## src/hdl/smvs_pkg.sv

```systemverilog
// ----------------------------------------------------------------------------
// smvs_pkg
// Shared widths, payload types and controller/datapath signal groups for the
// sample mean, variance and standard deviation unit.
// ----------------------------------------------------------------------------
package smvs_pkg;

	localparam int MAX_SAMPLES = 128;

	localparam int SMP_W  = 24;                          // Q12.12 sample
	localparam int ADDR_W = $clog2(MAX_SAMPLES);
	localparam int CNT_W  = $clog2(MAX_SAMPLES + 1);
	localparam int SUM_W  = SMP_W + CNT_W;
	localparam int DEV_W  = SMP_W + 1;
	localparam int SQR_W  = 2 * SMP_W;
	localparam int SQS_W  = SQR_W + CNT_W;
	localparam int VAR_W  = 48;
	localparam int SD_W   = 24;
	localparam int OCNT_W = 8;
	localparam int DSTEP_W = $clog2(SQS_W + 1);
	localparam int RSTEP_W = $clog2(SD_W + 1);
	localparam int RREM_W  = SD_W + 1;

	typedef struct packed {
		logic signed [SMP_W-1:0] sample;
		logic                    last;
	} smp_t;

	typedef struct packed {
		logic signed [SMP_W-1:0] mean;
		logic [VAR_W-1:0]        variance;
		logic [SD_W-1:0]         std_dev;
		logic [OCNT_W-1:0]       count;
		logic                    overflowed;
	} res_t;

	typedef struct packed {
		logic take;
		logic div_start;
		logic div_var;
		logic mean_load;
		logic pass_start;
		logic var_load;
		logic sqrt_start;
		logic out_load;
	} cmd_t;

	typedef struct packed {
		logic div_done;
		logic pass_done;
		logic sqrt_done;
	} sts_t;

endpackage

```

## src/hdl/smvs_ctrl.sv

```systemverilog
// ----------------------------------------------------------------------------
// smvs_ctrl
// Sequencer: loads words, then steps through mean division, second pass,
// variance division and square root, and hands the result to the output
// register.
// ----------------------------------------------------------------------------
module smvs_ctrl (
	input  logic           clk,
	input  logic           arst_n,
	input  logic           smp_valid,
	input  logic           smp_last,
	input  logic           res_stall,
	input  smvs_pkg::sts_t sts,
	output logic           smp_stall,
	output logic           res_valid,
	output smvs_pkg::cmd_t cmd
);

	typedef enum logic [2:0] {
		ST_LOAD,
		ST_MEAN,
		ST_PASS,
		ST_VAR,
		ST_ROOT,
		ST_EMIT
	} state_t;

	state_t state_q;
	logic   go_q;
	logic   res_valid_q;
	logic   out_free;

	assign out_free = !res_valid_q || !res_stall;

	always_comb begin
		cmd            = '0;
		cmd.take       = (state_q == ST_LOAD) && smp_valid;
		cmd.div_start  = go_q && ((state_q == ST_MEAN) || (state_q == ST_VAR));
		cmd.div_var    = (state_q == ST_VAR);
		cmd.mean_load  = (state_q == ST_MEAN) && sts.div_done;
		cmd.pass_start = go_q && (state_q == ST_PASS);
		cmd.var_load   = (state_q == ST_VAR) && sts.div_done;
		cmd.sqrt_start = go_q && (state_q == ST_ROOT);
		cmd.out_load   = (state_q == ST_EMIT) && out_free;
	end

	always_ff @(posedge clk or negedge arst_n) begin
		if (!arst_n) begin
			state_q     <= ST_LOAD;
			go_q        <= 1'b0;
			res_valid_q <= 1'b0;
		end else begin
			// kick the next unit in the first cycle of ST_MEAN, ST_PASS, ST_VAR and ST_ROOT
			go_q <= ((state_q == ST_LOAD) && smp_valid && smp_last)
				|| ((state_q == ST_MEAN) && sts.div_done)
				|| ((state_q == ST_PASS) && sts.pass_done)
				|| ((state_q == ST_VAR) && sts.div_done);
			if (cmd.out_load) begin
				res_valid_q <= 1'b1;
			end else if (res_valid_q && !res_stall) begin
				res_valid_q <= 1'b0;
			end
			unique case (state_q)
				ST_LOAD: begin
					if (smp_valid && smp_last) begin
						state_q <= ST_MEAN;
					end
				end
				ST_MEAN: begin
					if (sts.div_done) begin
						state_q <= ST_PASS;
					end
				end
				ST_PASS: begin
					if (sts.pass_done) begin
						state_q <= ST_VAR;
					end
				end
				ST_VAR: begin
					if (sts.div_done) begin
						state_q <= ST_ROOT;
					end
				end
				ST_ROOT: begin
					if (sts.sqrt_done) begin
						state_q <= ST_EMIT;
					end
				end
				ST_EMIT: begin
					// hold until the output register is free
					if (out_free) begin
						state_q <= ST_LOAD;
					end
				end
				default: begin
					state_q <= ST_LOAD;
				end
			endcase
		end
	end

	assign smp_stall = (state_q != ST_LOAD);
	assign res_valid = res_valid_q;

endmodule

```

## config.mk

```make
export PLATFORM = sky130hd
export DESIGN_NAME = smvs_ctrl
export DESIGN_NICKNAME = d
export VERILOG_FILES = /design/src/hdl/smvs_pkg.sv /design/src/hdl/smvs_ctrl.sv
export SDC_FILE = /design/constraint.sdc
export NUM_CORES = 1
export LEC_CHECK = 0
export BUFFER_PORTS_ARGS = -buffer_cell sky130_fd_sc_hd__buf_2
export CELL_PAD_IN_SITES_DETAIL_PLACEMENT = 0
export CELL_PAD_IN_SITES_GLOBAL_PLACEMENT = 1
export CORE_AREA = 2 2 39 41
export DETAILED_ROUTE_END_ITERATION = 8
export DIE_AREA = 0 0 41 43
export PLACE_DENSITY = 0.64
export SYNTH_ARGS = -nofsm -noshare
export SYNTH_HDL_FRONTEND = slang
export SYNTH_SLANG_ARGS = --single-unit
```

## constraint.sdc

```tcl
create_clock -name clk -period 1.8 [get_ports clk]
set_input_delay 0.09 -clock clk [delete_from_list [all_inputs] [get_ports clk]]
set_output_delay 0.09 -clock clk [all_outputs]
set_load 0.02 [all_outputs]
```

## Word-level counts from Yosys, hierarchy flattened

Cells that the tools add are included.
Widths: inputs -> output; s select.

| cells by class | value |
|---|---|
| shift operators | 0 |
| $add $sub $neg | 0 |
| equality and inequality tests | 11 |
| mux-type cells | 9 |
| div/mod/pow operators | 0 |
| magnitude comparators | 0 |
| $mul | 0 |
| reductions and logical operators | 22 |
| bitwise operators | 0 |

Operators by type and width:

| operator | number |
|---|---|
| $mux 3 | 6 |
| $pmux 3 s6 | 1 |
| $logic_and 1x1->1 | 11 |
| $ne 2x2->1 const B | 5 |
| $eq 3x2->1 const B | 2 |
| $eq 3x3->1 const B | 2 |
| $reduce_and 6->1 | 1 |
| $logic_or 1x1->1 | 5 |
| $eq 3x1->1 const B | 1 |
| $logic_not 3->1 | 1 |
| $reduce_bool 3->1 | 1 |
| $logic_not 1->1 | 2 |
| $mux 1 | 2 |
| $ne 2x1->1 const B | 1 |
| $reduce_bool 2->1 | 1 |

| storage, ports and cells | value |
|---|---|
| RAM bits | 0 |
| bits in read-only memories | 0 |
| flip-flop bits (word level) | 5 |
| bits in latches | 0 |
| memories | 0 |
| output and inout bits | 10 |
| logic and storage cells | 45 |

## Logic depth before layout (Yosys ltp)

| logic depth | value |
|---|---|
| depth after elaboration | 6 |
| gate-level depth with buffers | 4 |
| mapped depth without buffers | 3 |

## Worst setup path after synthesis

OpenSTA, ideal clock, no wires.

| path | value |
|---|---|
| path type | register to output |
| from | register state_q[1] |
| to | output cmd[7] in the netlist's numbering |
| data required time | 1,710 ps |
| stages on the path, launching flop included | 4 |
| arrival | 1,304 ps |
| setup slack | 406 ps |
| cells stage by stage | dfrtp_1 > buf_6 > or3_1 > nor2_1 |

RTL lines:

| element | line | RTL |
|---|---|---|
| start, declared | smvs_ctrl.sv:28 | `state_t state_q;` |
| start signal, assigned | smvs_ctrl.sv:49 | `state_q <= ST_LOAD;` |
| start signal, assigned | smvs_ctrl.sv:66 | `state_q <= ST_MEAN;` |
| start signal, assigned | smvs_ctrl.sv:71 | `state_q <= ST_PASS;` |
| end, declared | smvs_ctrl.sv:16 | `output smvs_pkg::cmd_t cmd` |

==> results.yml <==
floorplanning:
  dieArea_mm2: 0.00176
  die_w_um: 41
  rows: 14
  die_h_um: 43
  initial_core_util: 0.261
  design.core.area_mm2: 0.00138
  ios: 18
finish:
  syn_to_final_growth_pct: 33.2
  final_common_cell: "buf_2"
  n_antenna_cell: 0
  drive_gt1_frac: 0.390
  finalNetCount: 68
  multi_input_area_um2: 211
  fin_util: 0.348
  layout_common_cells: "buf_2 (17), dfrtp_1 (5), nand2_1 (4)"
  fillerInstances: 152
  seq_area_um2: 125
  post-route-cell-area_um2: 482
timing:
  fin_skew_ns: 0.00108
  tns_ns: 0
  period_needed_ns: 1.53
  hold_violations: 0
  grt_setup_unrepaired: "no"
  max_slew_margin: 0.726
  timing.final.crit_share: 0.852
  fmaxAchievable_mhz: 652
  finalSetupViolCount: 0
  worstMarginPinSlew_ns: 0.412
  slew_violations: 0
drt:
  vias: 345
  detail_route.wl_per_cell_um: 10.8
  drt_first_pass_iters: 4
  wirelength_um: 810
  drt-vias-per-instance: 4.60
  ant_nets: 0
  drcViolationCount: 0
  drt_iter0_markers: 5
clock_tree:
  clock-root-buffer: "clkbuf_4"
  htreeDepth: 1
  cts_tree: "built"
  clock_path_buffers: 2
  cts_made_buffers: 3
  cts_resized: 0
  path_clk_slew_ns: 0.05
  insertion_delay_ns: 0.25
  cts_setup_buffers: 0
  cts.sinks: 5
critical_path:
  critPathMaxFanout: 13
  timing.rr.start: "state_q[1]"
  endpoint: "cmd[7]"
  rrSetupSlack_ns: 0.43
  critPathRequiredTime_ns: 1.71
  worstRegToRegCells: 3
  crit_path_end_kind: "output port"
  timing.rr.end: "state_q[0]"
  crit_type: "flop to output port"
  arrival_ns: 1.44
  cp-start-kind: "flop"
  cp-startpoint: "state_q[0]"
power:
  p_leak_nw: 0.251
  powerDensity_mw_per_mm2: 1750
  ir_worst_vdd_v: 0.000444
placement:
  hpwl_um: 580
  gp_congestion: 0.659
  dpl_cell_area_um2: 445
  port_buffers: 17
global_route:
  grt_pass1_wl_mm: 1.14
  grt_use_total: 0.105
  grt_antenna_before_repair: 0
  grt_max_degree: 14
  grt_pass1_vias: 281
  grt.overflow.total: 0
yosys:
  ys_seq_area_frac: 0.346
  syn_inst: 40
  synth_warnings: 0
  yosys_most_used_dff: "dfrtp_1"
  postSynthAreaPerCell_um2: 9.04
  synth_enable_flop_cells: 0
  async_flop_share: 1.00
  ys_seq_elements: 5
  synth.distinct_cells: 23
  netlist_area_um2: 362
  syn_nets: 48
run:
  maxCapViolCount: 0
worst_hold_path:
  hp-class: "input port to flop"
status:
  outcome: "finished, final reports clean"
-- report_power, final --
group	internal, mW	leakage, nW	switching, mW
Combinational	0.201	0.173	0.212
Clock	0.0843	0.0150	0.0533
Sequential	0.165	0.0631	0.128
Total	0.450	0.251	0.393
-- worst min path at each step --
stage | start | to | cells after the start | slack, ns
global placement | arst_n | state_q[2] | 1 | -0.08
finish | res_stall | res_valid | 3 | 0.12
detailed placement | arst_n | state_q[2] | 1 | -0.09
global route | res_stall | res_valid | 3 | 0.14
floorplan | arst_n | go_q | 0 | -0.21
CTS | res_stall | res_valid | 3 | 0.11
-- worst max-delay path, cell delays in order, from the launching register on --
cell,delay (ns)
dfrtp_1,0.52
or3_1,0.43
nor2_1,0.08
buf_2,0.16
-- synthesized netlist by cell type, types with 2 or more instances --
cell	number	area (um2)
nor2b_1	2	12.5
nand2b_1	2	12.5
dfrtp_1	5	125
nand3b_1	2	15.0
nor3_1	3	15.0
nor2_1	3	11.3
nand2_1	4	15.0
buf_2	2	10.0
a21oi_1	2	10.0
and2_1	2	12.5
-- logic make-up after synthesis --
group,after synthesis,share of synthesized area
simple gates,24,0.394
compound gates,6,0.166
flops,5,0.346
buf+inv,4,0.0692
xor+xnor,1,0.0242
-- area by class of cell --
type | count | share of cell area
multi-input combinational | 31 | 0.439
sequential | 5 | 0.260
timing repair buffer | 18 | 0.197
clock buffer | 4 | 0.0545
tap | 16 | 0.0416
inverter | 1 | 0.00779
-- state kept, by name, summed over array words and instances, names as in the netlist --
register   count
res_valid      1
state_q        3
go_q           1
-- metal layers --
metal | vias up | GRT usage | part of all wire
li1 | 173 | - | -
met1 | 162 | 0.110 | 0.43
met2 | 10 | 0.144 | 0.53
met3 | 0 | 0.0471 | 0.043
met4 | 0 | 0.100 | 0
met5 | - | 0 | 0
-- stage by stage --
stage          total power, mW  instances  hold slack, ns  setup slack [ns]
2_1_floorplan            0.619         40          -0.206             0.406
3_3_place_gp             0.712         70         -0.0834             0.450
3_5_place_dp             0.713         70         -0.0893             0.423
4_1_cts                  0.855         75           0.110             0.251
5_1_grt                  0.924         75           0.137             0.144
6_report                 0.843         75           0.115             0.266
-- timing repair --
action / in CTS / in global routing
endpoints found under the setup margin: 0 / 0
hold buffers: 1 / 0
hold endpoints to repair: 5 / 0
Note: power is estimated with default switching activity, not from simulation.
